`src/rtl/sfe_ram.sv`:
```
// Generic simple dual-port RAM: one write port, one registered read port.
// No dependencies.
`default_nettype none
module sfe_ram #(
    parameter int WIDTH = 8,
    parameter int DEPTH = 128
) (
    input  wire logic                     clk,
    input  wire logic                     we,
    input  wire logic [$clog2(DEPTH)-1:0] waddr,
    input  wire logic [WIDTH-1:0]         wdata,
    input  wire logic [$clog2(DEPTH)-1:0] raddr,
    output logic      [WIDTH-1:0]         rdata
);
    logic [WIDTH-1:0] mem [DEPTH];

    always_ff @(posedge clk)
    begin
        if (we)
        begin
            mem[waddr] <= wdata;
        end
        rdata <= mem[raddr];
    end
endmodule
`default_nettype wire

```
`config.mk`:
```
export PLATFORM = sky130hd
export DESIGN_NAME = sfe_ram
export DESIGN_NICKNAME = d
export VERILOG_FILES = /design/src/rtl/sfe_ram.sv
export SDC_FILE = /design/constraint.sdc
export NUM_CORES = 1
export LEC_CHECK = 0
export BUFFER_PORTS_ARGS = -buffer_cell sky130_fd_sc_hd__buf_4
export CAP_MARGIN = 30
export CORE_MARGIN = 1.5
export CORE_UTILIZATION = 37
export DETAILED_ROUTE_END_ITERATION = 12
export PLACE_DENSITY = 0.57
export SYNTH_ARGS = -nofsm -noshare
export SYNTH_HDL_FRONTEND = slang
export SYNTH_SLANG_ARGS = --single-unit
```
`constraint.sdc`:
```
create_clock -name clk -period 3.1 [get_ports clk]
set_input_delay 0.31 -clock clk [delete_from_list [all_inputs] [get_ports clk]]
set_output_delay 0.31 -clock clk [all_outputs]
set_load 0.01 [all_outputs]
```
# ---- Word level (Yosys, flattened, before mapping)
# Memories as Yosys holds them, arrays and structs flattened. A register that Yosys moved wholly into a read port is not among the register bits.
# Index checks and enable logic that the tools add are counted.
dict set report op_classes {
  n_addsub 0
  eq_ne 0
  mux 2
  bitwise 0
  div 0
  n_lt_le_gt_ge 0
  mul 0
  reduce_logical 0
  shifts 0
}
# op n
set ops {}
lappend ops {{$mux 1} 2}
dict set report word_totals {
  register_bits 0
  rom_bits 0
  ramBits 1024
  output_inout_bits 8
  inputBits 24
  latch_bits 0
  n_memories 1
  elab_cells 3
}
# memory depth width rd rd_clocked_by_memory_dff write_ports line
set mem_list {}
lappend mem_list {mem 128 8 1 1 1 15} ;# logic [WIDTH-1:0] mem [DEPTH];

# ---- Logic depth before layout (Yosys ltp)
# Gate-level depths: netlist of run 1.
dict set report depth {
  word_depth 2
  mapped_depth 7
  depth_no_buf 4
}

# ---- Least setup slack after synthesis of run 1
# OpenSTA, ideal clock, no wires.
dict set report synth_path {
  path_kind {input to register}
  from {input raddr[0]}
  to {register rdata[0], read port of mem}
  arrival_ns 2.693
  slack_ns 0.286
  n_path_buf 2
  cell_stages 6
  setup_time_ns 0.121
  t_required_ns 2.979
  cell_sequence {clkbuf_1 buf_1 mux4_2 mux4_2 mux4_2 mux2_2}
}
# element line
set synth_lines {}
lappend synth_lines {{start: declaration} 12} ;# input wire logic [$clog2(DEPTH)-1:0] raddr,
lappend synth_lines {{end: declaration} 13} ;# output logic [WIDTH-1:0] rdata

==> results of run 1 <==
-- cells in the final DEF, fill, tap and decap left out, drive strengths merged --
master and n:
buf 210, bufinv 19, clkbuf 118, clkinv 47, clkinvlp 6, dfxtp 8, diode 1, edfxtp 1024
inv 7, mux2 8, mux4 336, nand2 14, nand2b 2, nand3 12, nand4 3, nor2 122
nor2b 7, nor3 9, or3 1
-- power breakdown --
group          total, uW  internal, uW  switching [uW]
combinational       1520           657             859
clock              13100          7820            5320
sequential         15500         15400            52.1
total              30100         23900            6230
-- metrics by stage --
| stage | hold slack, ns | util [%] | total power [uW] |
|---|---|---|---|
| CTS | 0.0333 | 44.0 | 30400 |
| detailed placement | 0.753 | 40.5 | 17300 |
| global route | 0.0421 | 44.0 | 31000 |
| global placement | 0.755 | 40.5 | 17300 |
| floorplan | 0.409 | - | 16500 |
| finish | 0.0996 | 44.0 | 30100 |
-- worst max path at each step --
stage	from	end	slack (ns)	cells after the start
final	raddr[0]	rdata[1]$_DFF_P_	0.70	7
after global routing	mem[119][4]$_DFFE_PP_	rdata[4]$_DFF_P_	0.68	4
after CTS	mem[30][0]$_DFFE_PP_	rdata[0]$_DFF_P_	0.70	4
after detailed placement	raddr[0]	rdata[2]$_DFF_P_	-0.005	7
after global placement	raddr[0]	rdata[4]$_DFF_P_	-0.004	7
after floorplan	raddr[0]	rdata[0]$_DFF_P_	0.29	6
-- state kept, by name (all words and copies together), names as in the netlist --
| name | count |
|---|---|
| mem | 1024 |
| rdata | 8 |
-- critical path, cell delays in order --
cell and delay, ns:
buf_8 0.17, buf_12 0.23, buf_4 0.23, mux4_2 0.59
mux4_2 0.55, mux4_2 0.52, mux2_2 0.29
-- cell type report --
cell class,instances,area [um2]
Antenna cell,1,2.50
Clock buffer,118,2680
Clock inverter,79,937
Fill cell,8817,59300
Multi-Input combinational cell,514,8350
Sequential cell,1032,30900
Tap cell,1391,1740
Timing Repair Buffer,210,1950
-- layer usage --
metal	global-route usage, %	share of wire, %	vias to the layer above
li1	-	-	7487
met1	23.9	42	9848
met2	28.5	49	583
met3	3.26	6.0	123
met4	4.13	2.1	4
met5	0	0.029	-
-- cell families (layout without fill, tap and decap cells) --
| logic type | Yosys count | in the layout | synth area share, % |
|---|---|---|---|
| multiplexers | 344 | 344 | 19.3 |
| flip-flops | 1032 | 1032 | 77.9 |
| buffers and inverters | 89 | 407 | 1.01 |
| AND/OR/NAND/NOR | 170 | 170 | 1.76 |
| other | 0 | 1 | 0 |
==> flow_summary.toml, run 1 <==
[global_route]
grt_pass1_vias = 18800
grt-ovfl-total = 0
grt_pass1_wl_mm = 135
grt_max_degree = 86
grtUsageTotal_pct = 17.3
antenna_found_initial = 4

[timing]
postLayoutSetupSlackWorst_ns = 0.699
tightest_slew_ns = 0.977
fmax_mhz = 417
slew_headroom_pct = 34.9
rsz0062_at_grt = "no"
period_minus_slack_ns = 2.40
timing_hold_violations_final = 0
setup_viol = 0
period_share_pct = 77.4
tns_ns = 0
clock_skew_ns = 0.0279
finalMaxSlewViolations = 0

[status]
status = "complete, no violations"

[synthesis]
synth-seq-cells = 1032
synth-edff-count = 1024
postSynth.topFlopCell = "edfxtp_1"
synth_nets = 1659
ys_seq_area_share_pct = 77.9
synthesis.instances = 1635
synthTopCellsByCount = "edfxtp_1, mux4_2, nor2_1"
async_reset_ff_share_pct = 0
synth.largest_area_cell = "edfxtp_1"
synthDominantCellAreaShare_pct = 77.5
ys_types = 17
synthTopCellsByArea = "edfxtp_1, mux4_2, nor2_1, clkbuf_1, dfxtp_1"
syn_area_mm2 = 0.0397
synth_most_common_cell = "edfxtp_1"
ys_warn_count = 0
syn_avg_cell_area_um2 = 24.3

[placed_design]
pre_cts_slack_ns = -0.00469
hpwlAfterDp_mm = 59.6
portBuffers = 31
postPlaceCellArea_mm2 = 0.0429
gp_congestion = 0.828
place_inst = 3146

[cells_and_area]
drive_gt1_share_pct = 36.8
fin_nets = 1887
instances_no_fill = 3345
fin_area_mm2 = 0.0466
syn_to_final_growth_pct = 17.4

[routing]
drc = 0
drt-total-wl_mm = 93.0
wl_per_cell_um = 27.8
first_pass_iters = 5
first_iter_violations = 1848
vias_per_cell = 5.39
dr_total_vias = 18000
ant_nets = 0

[setup_path]
rr_endpoint = "rdata[7]$_DFF_P_"
cp.required_ns = 3.65
path_class = "input pin to flop"
worstReg2RegStart = "mem[109][7]$_DFFE_PP_"
endpoint_kind = "flop"
crit_fanout = 20
rr_worst_depth = 4
arrival_ns = 2.95
startpoint_type = "input pin"
rrSetupSlack_ns = 0.70

[floorplanning]
dieWidth_um = 330
die_h_um = 330
coreArea_mm2 = 0.106
ios = 32
die_area_mm2 = 0.109
start_util_pct = 37.5
rows = 119

[hold_path]
hold_path_class = "input pin to flop"
whs_endpoint = "rdata[3]$_DFF_P_"
hp-start = "raddr[5]"
min_path_cells = 2

[clock_network]
cts_root_buf = "clkbuf_16"
htree_levels = 3
cts_tree = "yes"
post_cts_resized = 0
ctsHoldBuffers = 0
clk_latency_ns = 0.67
clock-sinks = 1032
clk_path_buf_depth = 3
cts_buffers = 105
cts.clk_slew.worst_paths_ns = 0.06
post_cts_buffers = 0

[power]
power-per-cell-area_mw_per_mm2 = 647
p_leak_uw = 0.0145
ir_worst_vdd_mv = 0.607

[run]
cap_violations = 0
Power figures use the tool's default switching activity.
==> inputs of run 2 (changes only) <==
--- a/config.mk
+++ b/config.mk
@@ -10,7 +10,7 @@
 export CORE_MARGIN = 1.5
 export CORE_UTILIZATION = 37
 export DETAILED_ROUTE_END_ITERATION = 12
-export PLACE_DENSITY = 0.57
+export PLACE_DENSITY = 0.59
 export SYNTH_ARGS = -nofsm -noshare
 export SYNTH_HDL_FRONTEND = slang
 export SYNTH_SLANG_ARGS = --single-unit
==> constraint.sdc (replaced) <==
create_clock -name clk -period 2.19 [get_ports clk]
set_input_delay 0.219 -clock clk [delete_from_list [all_inputs] [get_ports clk]]
set_output_delay 0.219 -clock clk [all_outputs]
set_load 0.01 [all_outputs]
==> flow_summary.toml, run 2 (synthesis results as in run 1) <==
[hold_path]
hold_path_class = "input pin to flop"
hp-start = "wdata[1]"
whs_endpoint = "mem[97][1]$_DFFE_PP_"
min_path_cells = 1

[global_route]
grt_pass1_wl_mm = 135
grtUsageTotal_pct = 17.3
grt_max_degree = 129
grt-ovfl-total = 0
met1_usage_pct = 24.1
use_met3_pct = 3.43
grt_pass1_vias = 19000
groute.layer.met2.usage_pct = 27.9
antenna_found_initial = 3
busiest_layer = "met2"

[floorplanning]
ios = 32
coreArea_mm2 = 0.106
start_util_pct = 37.5
die_area_mm2 = 0.109
die_h_um = 330
rows = 119
dieWidth_um = 330

[placed_design]
hpwlAfterDp_mm = 59.4
portBuffers = 31
postPlaceCellArea_mm2 = 0.0438
gp_congestion = 0.804

[timing]
setup_viol = 8
postLayoutSetupSlackWorst_ns = -0.239
clock_skew_ns = 0.0497
fmax_mhz = 412
rsz0062_at_grt = "yes"
tightest_slew_ns = 0.800
period_share_pct = 111
timing_hold_violations_final = 0
finalMaxSlewViolations = 0
slew_headroom_pct = 46.6
period_minus_slack_ns = 2.43

[routing]
wl_per_cell_um = 27.3
first_iter_violations = 2027
dr_total_vias = 18300
first_pass_iters = 5
vias_per_cell = 5.35
drt-total-wl_mm = 93.4
ant_nets = 0
drc = 0

[setup_path]
arrival_ns = 2.99
rr_endpoint = "rdata[5]$_DFF_P_"
cp.required_ns = 2.75
rrSetupSlack_ns = -0.24
crit_fanout = 1
worstReg2RegStart = "mem[77][5]$_DFFE_PP_"
endpoint_kind = "flop"
path_class = "flop to flop"
startpoint_type = "flop"
crit_start = "mem[77][5]$_DFFE_PP_"
rr_worst_depth = 4

[cells_and_area]
fin_nets = 1970
drive_gt1_share_pct = 38.6
layout_commonest_cell = "edfxtp_1"
top_register = "mem"
largest_reg_flops = 1024
fin_area_mm2 = 0.0472
syn_to_final_growth_pct = 19.1
fin_util_pct = 44.6
largestRegisters = "mem (1024), rdata (8)"
layout_common_cells = "edfxtp_1, mux4_2, buf_4"

[power]
ir_worst_vdd_mv = 0.632
power-per-cell-area_mw_per_mm2 = 885
p_leak_uw = 0.0150

[clock_network]
htree_levels = 3
clk_path_buf_depth = 3
clock-sinks = 1032
cts_buffers = 103
clk_latency_ns = 0.68
cts.clk_slew.worst_paths_ns = 0.06
cts_root_buf = "clkbuf_16"
cts_tree = "yes"

[run]
cap_violations = 0

[status]
violations = "setup timing"
status = "complete, but fails checks"
## run 2: worst max-delay path by stage
stage / endpoint / depth (start not counted)
after floorplan: rdata[0]$_DFF_P_ / 7
after global placement: rdata[5]$_DFF_P_ / 7
after detailed placement: rdata[5]$_DFF_P_ / 7
after CTS: rdata[6]$_DFF_P_ / 4
after global routing: rdata[2]$_DFF_P_ / 4
final: rdata[5]$_DFF_P_ / 4
## run 2: where the power goes
group | internal [uW] | switching, uW
Combinational | 1050 | 1300
Clock | 10200 | 7460
Sequential | 21800 | 47.9
Total | 33000 | 8800
## run 2: cell type report
cell class,instances,area [um2]
multi-input cells,514,8380
repair buffers,295,2800
diodes,1,2.50
fillers,8733,58600
well taps,1391,1740
clock buffers,122,2670
clock inverters,68,717
flip-flops and latches,1032,30900
## run 2: timing repair
item,in CTS,in global routing
pin swaps,0,0
endpoints found under the setup margin,8,8
buffers inserted,0,0
hold buffers,4,0
endpoints found under the hold margin,51,0
resized for setup,8,0
## run 2: critical path, cell delays in order (launching register included)
cell,delay [ns]
edfxtp_1,0.35
mux4_2,0.54
mux4_2,0.56
mux4_2,0.58
mux2_4,0.30
## run 2: stage by stage
stage                     cells  TNS [ns]  hold slack, ns  power [uW]  setup WS (ns)
after floorplan            1635     -1.83           0.318       23400         -0.229
after global placement     3228     -5.33           0.582       24600         -0.739
after detailed placement   3228     -5.30           0.593       24600         -0.716
after CTS                  3422     -1.69          0.0528       42200         -0.242
after global routing       3422     -1.88          0.0860       43000         -0.279
final                      3423     -1.68          0.0820       41800         -0.239
## run 2: routing by layer
layer	up-vias	part of all wire (%)
met4	0	2.2
li1	7661	-
met1	9903	42
met5	-	0
met3	115	6.7
met2	630	49
