## src/rtl/sfe_pkg.sv

```systemverilog
// Package for the serial frame engine: sizes, request and error codes,
// result word type and byte lookup functions. No dependencies.
`default_nettype none
package sfe_pkg;

    localparam int OUT_DEPTH = 512;
    localparam int IN_DEPTH  = 128;
    localparam int OUT_AW    = $clog2(OUT_DEPTH);
    localparam int IN_AW     = $clog2(IN_DEPTH);
    localparam int FILL_W    = 8;

    localparam logic [3:0] REQ_OPEN   = 4'd0;
    localparam logic [3:0] REQ_APPEND = 4'd1;
    localparam logic [3:0] REQ_CLOSE  = 4'd2;
    localparam logic [3:0] REQ_TXDONE = 4'd3;
    localparam logic [3:0] REQ_RXBYTE = 4'd4;
    localparam logic [3:0] REQ_START_IN  = 4'd5;
    localparam logic [3:0] REQ_START_OUT = 4'd6;
    localparam logic [3:0] REQ_READ   = 4'd7;
    localparam logic [3:0] REQ_TAKE   = 4'd8;

    localparam logic [1:0] MODE_DOWN = 2'd0;
    localparam logic [1:0] MODE_IN   = 2'd1;
    localparam logic [1:0] MODE_OUT  = 2'd2;

    localparam logic [1:0] ERR_OVERFLOW = 2'd0;
    localparam logic [1:0] ERR_UNKNOWN  = 2'd1;
    localparam logic [1:0] ERR_SMALL    = 2'd2;
    localparam logic [1:0] ERR_STALE    = 2'd3;

    localparam logic [1:0] KIND_LAST = 2'd2;

    localparam logic [7:0] CH_CARET  = 8'h5E;
    localparam logic [7:0] CH_DOLLAR = 8'h24;
    localparam logic [7:0] CH_R      = 8'h52;

    localparam logic [3:0] REQ_POS_END = 4'd8;

    localparam logic [7:0] CMD_LETTERS [10] = '{
        8'h52, 8'h42, 8'h54, 8'h55, 8'h53, 8'h45, 8'h4F, 8'h50, 8'h44, 8'h43
    };
    localparam logic [7:0] KIND_LETTERS [3] = '{8'h53, 8'h45, 8'h44};

    typedef struct packed {
        logic                tx_valid;
        logic [7:0]          tx_byte;
        logic                cmd_valid;
        logic [3:0]          cmd_code;
        logic [FILL_W-1:0]   payload_count;
        logic [7:0]          read_data;
        logic                error_valid;
        logic [1:0]          err_code;
        logic [1:0]          link_mode;
    } sfe_result_t;

    typedef struct packed {
        logic       hit;
        logic [3:0] code;
    } sfe_cmd_hit_t;

    function automatic sfe_cmd_hit_t cmd_lookup(input logic [7:0] b);
        sfe_cmd_hit_t r;
        r = '0;
        for (int i = 9; i >= 0; i--) begin
            if (CMD_LETTERS[i] == b) begin
                r.hit  = 1'b1;
                r.code = 4'(i);
            end
        end
        return r;
    endfunction

    function automatic logic [7:0] request_byte(input logic [3:0] pos);
        logic [7:0] r;
        if (pos < 4'd3) r = CH_CARET;
        else if (pos == 4'd3) r = CH_R;
        else if (pos == 4'd4) r = 8'(IN_DEPTH);
        else r = CH_DOLLAR;
        return r;
    endfunction

    function automatic logic [7:0] header_byte(input logic [2:0] idx,
                                               input logic [1:0] kind,
                                               input logic [15:0] addr);
        logic [7:0] r;
        case (idx)
            3'd3:    r = KIND_LETTERS[kind];
            3'd4:    r = addr[7:0];
            3'd5:    r = addr[15:8];
            default: r = CH_CARET;
        endcase
        return r;
    endfunction

endpackage
`default_nettype wire

```

## src/rtl/sfe_out_slot.sv

```systemverilog
// Output register for result words; parts the sequencer from the taker.
// Depends on sfe_pkg.
`default_nettype none
module sfe_out_slot
    import sfe_pkg::*;
(
    input  wire logic        clk,
    input  wire logic        rst_n,
    input  wire logic        load,
    input  wire sfe_result_t load_data,
    output logic             slot_ready,
    output logic             out_valid,
    input  wire logic        out_ready,
    output sfe_result_t      out_data
);
    logic valid_reg;
    sfe_result_t data_reg;

    assign slot_ready = !valid_reg || out_ready;
    assign out_valid  = valid_reg;
    assign out_data   = data_reg;

    always_ff @(posedge clk or negedge rst_n)
    begin
        if (!rst_n)
        begin
            valid_reg <= 1'b0;
        end
        else if (load && slot_ready)
        begin
            valid_reg <= 1'b1;
        end
        else if (out_ready)
        begin
            valid_reg <= 1'b0;
        end
    end

    always_ff @(posedge clk)
    begin
        if (load && slot_ready)
        begin
            data_reg <= load_data;
        end
    end
endmodule
`default_nettype wire

```

## config.mk

```make
export PLATFORM = sky130hd
export DESIGN_NAME = sfe_out_slot
export DESIGN_NICKNAME = d
export VERILOG_FILES = /design/src/rtl/sfe_pkg.sv /design/src/rtl/sfe_out_slot.sv
export SDC_FILE = /design/constraint.sdc
export NUM_CORES = 1
export LEC_CHECK = 0
export BUFFER_PORTS_ARGS = -buffer_cell sky130_fd_sc_hd__buf_2
export CORE_MARGIN = 5
export CORE_UTILIZATION = 40
export DETAILED_ROUTE_END_ITERATION = 12
export GPL_ROUTABILITY_DRIVEN = 0
export PLACE_DENSITY = 0.78
export SYNTH_ARGS = -nofsm -noshare
export SYNTH_HDL_FRONTEND = slang
export SYNTH_SLANG_ARGS = --single-unit
```

## constraint.sdc

```tcl
create_clock -name clk -period 2.5 [get_ports clk]
set_clock_uncertainty 0.15 [all_clocks]
set_input_delay 0.25 -clock clk [delete_from_list [all_inputs] [get_ports clk]]
set_output_delay 0.25 -clock clk [all_outputs]
set_load 0.005 [all_outputs]
```

After elaboration in Yosys (flattened, before gate mapping). Index checks and enable logic that the tools add are counted.

Bits in registers: 36. Bits of input ports: 39. Output and inout bits: 37. Logic and storage cells: 16.

Multiplexer cells: 2. Reductions and logical operators: 4.

Operators with widths (number): $mux 1 (2); $reduce_bool 2->1 (1); $logic_and 1x1->1 (1); $logic_not 1->1 (1); $logic_or 1x1->1 (1).

Depth between registers and ports, before layout. Gate-level depths: netlist of run 1.

Word-level depth: 4. Gate-level depth with buffers: 2.

Worst setup path before layout of run 1. No wires, ideal clock.

Kind: reg-to-reg. From: register valid_reg, in the netlist out_valid. To: register data_reg (netlist bit out_data[0]) (enable). Arrival time: 845 ps. Setup slack: 1161 ps. Cell stages (with the launch flop): 3. Period minus slack after synthesis: 1339 ps. Cell sequence: dfrtp_1 nand2b_4 and2_4.

Longest elaborated chain between the ends: 3.

Ends and longest elaborated chain: start: declaration (RTL line sfe_out_slot.sv:16) `logic valid_reg;`; start signal: assignment (RTL line sfe_out_slot.sv:27) `valid_reg <= 1'b0;`; start signal: assignment (RTL line sfe_out_slot.sv:31) `valid_reg <= 1'b1;`; start signal: assignment (RTL line sfe_out_slot.sv:35) `valid_reg <= 1'b0;`; $logic_not 1->1 (RTL line sfe_out_slot.sv:19) `assign slot_ready = !valid_reg || out_ready;`; $logic_or 1x1->1 (RTL line sfe_out_slot.sv:19); via slot_ready (RTL line sfe_out_slot.sv:11) `output logic slot_ready,`; $logic_and 1x1->1 (RTL line sfe_out_slot.sv:41) `if (load && slot_ready)`; end signal: assignment (RTL line sfe_out_slot.sv:43) `data_reg <= load_data;`; end: declaration (RTL line sfe_out_slot.sv:17) `sfe_result_t data_reg;`.

The timed path passes the listed nets, and every way through them passes these cells. A chain may end at the register's enable or synchronous reset.

Worst setup path after layout of run 1.
From: input port load. To: register data_reg (netlist bit out_data[28]) (enable).

Longest elaborated chain between the ends: 1.

Ends and longest elaborated chain: start: declaration (RTL line sfe_out_slot.sv:9) `input wire logic load,`; $logic_and 1x1->1 (RTL line sfe_out_slot.sv:41).

No other way between the ends.

==> results.toml, run 1 <==
[status]
outcome = "finished clean"

[layout]
layout-area-overhead-vs-synth_pct = 77.2
nets = 197
drive_gt1_frac = 0.528
diodes = 0

[clock_network]
tritoncts = "done"
clockRootBuffer = "clkbuf_4"
h-tree-depth = 2
clk_pin_slew_ps = 100
clock_latency_ps = 330
cts_buffer_depth = 2
post_cts_resized = 0
clock-sinks = 36
cts_inserted_buffers = 5

[worst_setup_path]
timing.rr.start = "out_valid"
crit_start = "load"
cp.arrival_ps = 1330
start_kind = "input port"
critPathMaxFanout = 35
required_ps = 2330
crit_type = "in -> reg"
end_kind = "flop"

[die]
core_um2 = 2710
start_util = 0.408
dieWidth_um = 62.6
die_area_um2 = 3910
die_y_um = 62.6
io_pins = 76
rows = 19

[global_route]
grt_util_met2 = 0.256
grt_usage = 0.154
grt_pass1_wl_um = 4600
first_global_vias = 951
busiest_layer = "met2"
antenna_found_initial = 0
grt_overflow = 0
grt_use_met3 = 0.0971
use_met1 = 0.156
grt_start_max_net_pins = 36

[sta]
fin_crit_sh = 0.599
worst_pin_slew_ps = 436
finalSetupTns_ps = 0
setup_viol = 0
slew_headroom = 0.710
fin_crit_ps = 1500
drv_slew = 0
rsz0062_at_grt = "no"
hold_viol = 0
timing.fmax_mhz = 668

[pwr]
p_total_uw = 1190
irDropWorstVdd_v = 0.000602
p_leak_uw = 0.000847
p_per_area_nw_per_um2 = 607

[synth]
netlist_area_um2 = 1100
synth_top_area_frac = 0.951
synth_area_per_cell_um2 = 28.3
synth_area_leaders = "edfxtp_1, dfrtp_1, nand2b_4, and2_4, nand2b_1"
postSynthCellCount = 39
synth-warning-count = 0
synth_cell_types = 5
ys_seq_elements = 36
yosysTopAreaCell = "edfxtp_1"
ys_seq_area_frac = 0.974
syn_nets = 78

[hold_path]
hp-class = "in -> async"

[drt]
drt_first_iter_violations = 7
drt-total-wl_um = 2910
drcViolationCount = 0
drt-vias-per-instance = 4.43
antenna_left = 0
wl_per_cell_um = 15.3
via_count = 842
drt_first_pass_iters = 4

[job]
cap_violations = 0

[placement]
portBuffers = 75
## worst max-delay path, stage by stage
cell           delay (ps)
dlygate4sd3_1         530
buf_2                 120
and2_4                420
## placed cells by master (no fill, tap or decap)
master / n
nand2b_4: 1
dfrtp_1: 1
clkbuf_1: 1
and2_4: 1
buf_2: 75
dlygate4sd3_1: 37
nand2b_1: 1
edfxtp_1: 35
clkbuf_4: 5
clkbuf_8: 2
## logic make-up after synthesis
logic type	synth area share
simple gates	0.0260
flops	0.974
## through the flow
stage,util,area [um2],hold WS [ps],cells,setup slack (ps)
finish,0.723,1960,77.0,190,1000
global route,0.723,1960,70.2,190,961
CTS,0.723,1960,44.6,190,1050
detailed placement,0.560,1520,-122,145,1080
global placement,0.560,1520,-125,145,1120
floorplan,-,1100,-196,39,1160
## worst paths after layout
path,to,slack [ps],cells after the start
worst max-delay path,out_data[28],1000,3
min in group clk,out_valid,90,3
worst min register to register,out_valid,470,2
worst min-delay path,out_valid,80,2
max in group asynchronous,out_valid,2040,2
worst max register to register,out_data[28],1020,2
## power by group
part,switching [uW],leakage (uW),total (uW),internal (uW)
logic,49.8,0.000465,132,81.7
clock network,181,0.0000386,346,166
registers,8.65,0.000344,710,701
## registers in the layout, summed over array words and instances (netlist names)
register and count:
out_valid 1, out_data 35
## metal layers
layer	vias up	routed length [um]
met2	53	1400
met5	-	0
li1	391	-
met1	392	1060
met4	0	46
met3	6	413
## cell usage after synthesis, drive strengths merged
cell type	instances
and2	1
dfrtp	1
edfxtp	35
nand2b	2
## final cells by class
| type | instances | area, um2 |
|---|---|---|
| tap | 31 | 38.8 |
| sequential | 36 | 1080 |
| clock buffer | 8 | 68.8 |
| multi-input combinational | 3 | 28.8 |
| timing repair buffer | 112 | 746 |
| fill | 191 | 752 |
## what timing repair did
action | 4_1_cts | 5_1_grt
hold buffers | 37 | 0
setup buffers | 0 | 0
endpoints found under the hold margin | 37 | 0
Note: power is estimated with default switching activity, not from simulation.
==> run 2: changes to the inputs <==
--- a/config.mk
+++ b/config.mk
@@ -7,10 +7,10 @@
 export LEC_CHECK = 0
 export BUFFER_PORTS_ARGS = -buffer_cell sky130_fd_sc_hd__buf_2
 export CORE_MARGIN = 5
-export CORE_UTILIZATION = 40
+export CORE_UTILIZATION = 39
 export DETAILED_ROUTE_END_ITERATION = 12
 export GPL_ROUTABILITY_DRIVEN = 0
-export PLACE_DENSITY = 0.78
+export PLACE_DENSITY = 0.76
 export SYNTH_ARGS = -nofsm -noshare
 export SYNTH_HDL_FRONTEND = slang
 export SYNTH_SLANG_ARGS = --single-unit
==> constraint.sdc (replaced) <==
create_clock -name clk -period 1.5 [get_ports clk]
set_clock_uncertainty 0.15 [all_clocks]
set_input_delay 0.15 -clock clk [delete_from_list [all_inputs] [get_ports clk]]
set_output_delay 0.15 -clock clk [all_outputs]
set_load 0.005 [all_outputs]
==> results.toml, run 2 (synthesis gave the netlist of run 1 again) <==
[status]
outcome = "finished clean"

[clock_network]
clockRootBuffer = "clkbuf_4"
tritoncts = "done"
clock-sinks = 36
h-tree-depth = 2
post-cts-setup-buffers = 0
cts_buffer_depth = 2
clk_pin_slew_ps = 90
cts_inserted_buffers = 5
clock_latency_ps = 320

[worst_setup_path]
ff2ff_setup_slack_ps = 120
crit_path_max_incr_delay_ps = 550
r2r-end = "out_valid"
crit_start = "load"
crit_type = "in -> reg"
worstPathCellList = "dlygate4sd3_1, buf_2, nand2b_1, dlygate4sd3_1"
cpMaxStageDelayCell = "dlygate4sd3_1"
r2r_cells = 3
start_kind = "input port"
timing.rr.start = "out_valid"
crit_top_cell = "dlygate4sd3_1"
critPathMaxFanout = 2
required_ps = 1570
end_kind = "flop"
cp.arrival_ps = 1500

[hold_path]
hp-start = "load_data[31]"
holdPathStages = 2
min_to = "out_data[31]"
hp-class = "in -> reg"

[global_route]
antenna_found_initial = 0
grt_start_max_net_pins = 36
grt_util_met2 = 0.285
grt_usage = 0.150
first_global_vias = 918
busiest_layer = "met2"
grt_use_met3 = 0.0657
grt_pass1_wl_um = 4370
use_met1 = 0.126
grt_overflow = 0

[drt]
via_count = 833
drcViolationCount = 0
drt-total-wl_um = 2810
drt-vias-per-instance = 4.34
antenna_left = 0
drt_first_iter_violations = 13
wl_per_cell_um = 14.6
drt_first_pass_iters = 3

[die]
io_pins = 76
core_um2 = 2730
die_area_um2 = 4000
start_util = 0.404
rows = 19
die_y_um = 63.2
dieWidth_um = 63.2

[layout]
drive_gt1_frac = 0.522
diodes = 0
nets = 200
layout-area-overhead-vs-synth_pct = 78.8
final_cell_mix = "buf_2, dlygate4sd3_1, edfxtp_1, clkbuf_4"
final_common_cell = "buf_2"
postLayoutCoreUtil = 0.723
postLayoutCellArea_um2 = 1980
largest_reg_flops = 35

[sta]
rsz0062_at_grt = "no"
worst_pin_slew_ps = 185
fin_crit_sh = 0.957
drv_slew = 0
slew_headroom = 0.877
timing.fmax_mhz = 696
hold_viol = 0
fin_crit_ps = 1440
setup_viol = 0
finalSetupTns_ps = 0

[pwr]
intPower_uw = 1490
power_frac_comb = 0.124
power.switching_uw = 371
p_total_uw = 1860
seqPwrFrac = 0.636
pwr-share-clk = 0.240
p_per_area_nw_per_um2 = 941
p_sw_frac = 0.200
p_leak_uw = 0.000853
irDropWorstVdd_v = 0.000772

[placement]
placed_area_um2 = 1540
portBuffers = 75

[job]
cap_violations = 0
## run 2: critical path, delay by kind of cell
| family | cells | cell delay (ps) |
|---|---|---|
| simple gates | 1 | 140 |
| buf+inv | 3 | 1210 |
## run 2: what timing repair did
item | in CTS | in global routing
hold buffers | 39 | 0
gates resized for setup | 0 | 0
endpoints found under the setup margin | 0 | 0
endpoints found under the hold margin | 37 | 0
## run 2: per-stage QoR
| step | setup WS, ps | hold WS [ps] | std cells |
|---|---|---|---|
| floorplan | 161 | -296 | 39 |
| global placement | 234 | -225 | 146 |
| detailed placement | 203 | -223 | 146 |
| CTS | 119 | 355 | 192 |
| global route | 45.9 | 353 | 192 |
| finish | 64.2 | 369 | 192 |
## run 2: power groups by stage
stage                     combinational (uW)  sequential [uW]  clock, uW
after floorplan                         24.8             1210          0
after global placement                   145             1200          0
after CTS                                230             1180        479
after global routing                     250             1190        521
final                                    230             1180        447
after detailed placement                 151             1210          0
## run 2: worst max-delay path by stage
stage / end / slack, ps / cells past startpoint
floorplan: out_data[0] / 160 / 2
global placement: out_data[17] / 230 / 3
detailed placement: out_data[24] / 200 / 3
CTS: out_valid / 120 / 4
global route: out_valid / 50 / 4
finish: out_valid / 60 / 4
## run 2: final cells by class
type                    count  area (um2)
flip-flops and latches     36        1080
repair buffers            115         786
fillers                   188         758
clock buffers               6        41.3
well taps                  31        38.8
multi-input cells           3        28.8
clock inverters             1        5.00
## run 2: metal layers
layer / up-vias / share of wire
met5: - / 0
met4: 0 / 0.023
met3: 7 / 0.10
met2: 46 / 0.57
met1: 383 / 0.30
li1: 397 / -
==> run 3: changes to the inputs <==
--- a/config.mk
+++ b/config.mk
@@ -5,6 +5,7 @@
 export SDC_FILE = /design/constraint.sdc
 export NUM_CORES = 1
 export LEC_CHECK = 0
+export ABC_AREA = 1
 export BUFFER_PORTS_ARGS = -buffer_cell sky130_fd_sc_hd__buf_2
 export CORE_MARGIN = 5
 export CORE_UTILIZATION = 39
==> results.toml, run 3 <==
[sta]
rsz0062_at_grt = "no"
setup_viol = 0
slew_headroom = 0.893
fin_crit_sh = 0.962
drv_slew = 0
hold_viol = 0
timing.fmax_mhz = 693
fin_crit_ps = 1440
worst_pin_slew_ps = 160
finalSetupTns_ps = 0

[drt]
wl_per_cell_um = 14.7
drt-vias-per-instance = 4.36
drt_first_pass_iters = 4
drt_first_iter_violations = 44
drt-total-wl_um = 2890
drcViolationCount = 0
via_count = 854
antenna_left = 0

[synth]
synth_edf_count = 35
yosysTopAreaCell = "edfxtp_1"
synth_area_per_cell_um2 = 26.7
ys_seq_area_frac = 0.982
synth_area_leaders = "edfxtp_1, dfrtp_1, inv_1, nand2_1, a21oi_1"
yosysMostFrequentCell = "edfxtp_1"
postSynthCellCount = 41
netlist_area_um2 = 1100
synth_top_area_frac = 0.959
async_reset_ff_frac = 0.0278
synth_common_cells = "edfxtp_1, inv_1, nand2_1, a21oi_1, dfrtp_1"
ys_seq_elements = 36
synth-warning-count = 0
synth_cell_types = 5
ys.flop_type = "edfxtp_1"
syn_nets = 80

[die]
die_area_um2 = 3970
io_pins = 76
die_y_um = 63.0
core_um2 = 2730
dieWidth_um = 63.0
start_util = 0.401
rows = 19

[clock_network]
clockRootBuffer = "clkbuf_4"
cts_buffer_depth = 2
clock-sinks = 36
tritoncts = "done"
post-cts-setup-buffers = 0
clock_latency_ps = 320
clk_pin_slew_ps = 110
cts_inserted_buffers = 5
h-tree-depth = 2

[pwr]
p_per_area_nw_per_um2 = 1020
irDropWorstVdd_v = 0.00109
p_leak_uw = 0.000874

[worst_setup_path]
start_kind = "input port"
end_kind = "flop"
crit_type = "in -> reg"
critPathMaxFanout = 2
required_ps = 1570
cp.arrival_ps = 1510

[layout]
drive_gt1_frac = 0.521
final_common_cell = "buf_2"
layout-area-overhead-vs-synth_pct = 84.2
largest_reg_flops = 35
nets = 203
postLayoutCellArea_um2 = 2020
diodes = 0
final_cells = 196
final_cell_mix = "buf_2, dlygate4sd3_1, edfxtp_1, clkbuf_4"

[global_route]
grt_pass1_wl_um = 4570
busiest_layer = "met2"
grt_use_met3 = 0.0791
first_global_vias = 905
grt_util_met2 = 0.274
grt_start_max_net_pins = 25
grt_usage = 0.154
antenna_found_initial = 0
use_met1 = 0.146
grt_overflow = 0

[hold_path]
hp-class = "in -> reg"

[status]
outcome = "finished clean"

[placement]
portBuffers = 75
placed_cells = 149
dp_hpwl_um = 1820
placed_area_um2 = 1550

[job]
cap_violations = 0
## run 3: final cells by class
| class | count | area (um2) |
|---|---|---|
| clock buffers | 5 | 37.5 |
| clock inverters | 3 | 42.5 |
| fillers | 160 | 714 |
| inverters | 2 | 7.51 |
| multi-input cells | 3 | 23.8 |
| flip-flops and latches | 36 | 1080 |
| well taps | 31 | 38.8 |
| repair buffers | 116 | 793 |
## run 3: power breakdown
part | total, uW | internal [uW] | switching (uW)
sequential | 1180 | 1170 | 15.6
combinational | 232 | 147 | 85.1
clock | 652 | 347 | 304
## run 3: timing repair
action / in CTS / in global routing
endpoints found under the hold margin: 37 / 0
hold buffers: 39 / 0
gates resized for setup: 0 / 0
## run 3: layer usage
metal | vias up | wire, um
li1 | 404 | -
met2 | 46 | 1550
met4 | 0 | 19
met5 | - | 0
met3 | 2 | 334
met1 | 402 | 980
## run 3: worst max-delay path, cell delays in order
cell	delay (ps)
dlygate4sd3_1	530
buf_2	120
inv_1	100
nand2_1	60
dlygate4sd3_1	550
## run 3: cell families (layout without fill, tap and decap cells)
kind of cell,Yosys count,count (layout),synth area share
DFF,36,36,0.982
and+or+nand+nor,2,2,0.00685
AOI/OAI and AO/OA,1,1,0.00456
buffers and inverters,2,126,0.00685
## run 3: final timing paths
kind                           start      endpoint  slack, ps  cells past startpoint
max reg2reg                out_valid     out_valid        110                      3
max in group asynchronous      rst_n     out_valid        610                      3
max                             load     out_valid         60                      5
min reg2reg                out_valid  out_data[11]        700                      2
min in group asynchronous      rst_n     out_valid        490                      3
min                        out_ready  out_data[11]        290                      4
## run 3: metrics by stage
stage                     total power (uW)  setup WS [ps]   util  hold WS (ps)
after floorplan                       1240           -108      -          -296
final                                 2070           56.3  0.739           294
after global routing                  2160           35.9  0.739           299
after global placement                1350            274  0.567          -225
after detailed placement              1360            248  0.567          -224
after CTS                             2090           82.3  0.739           270
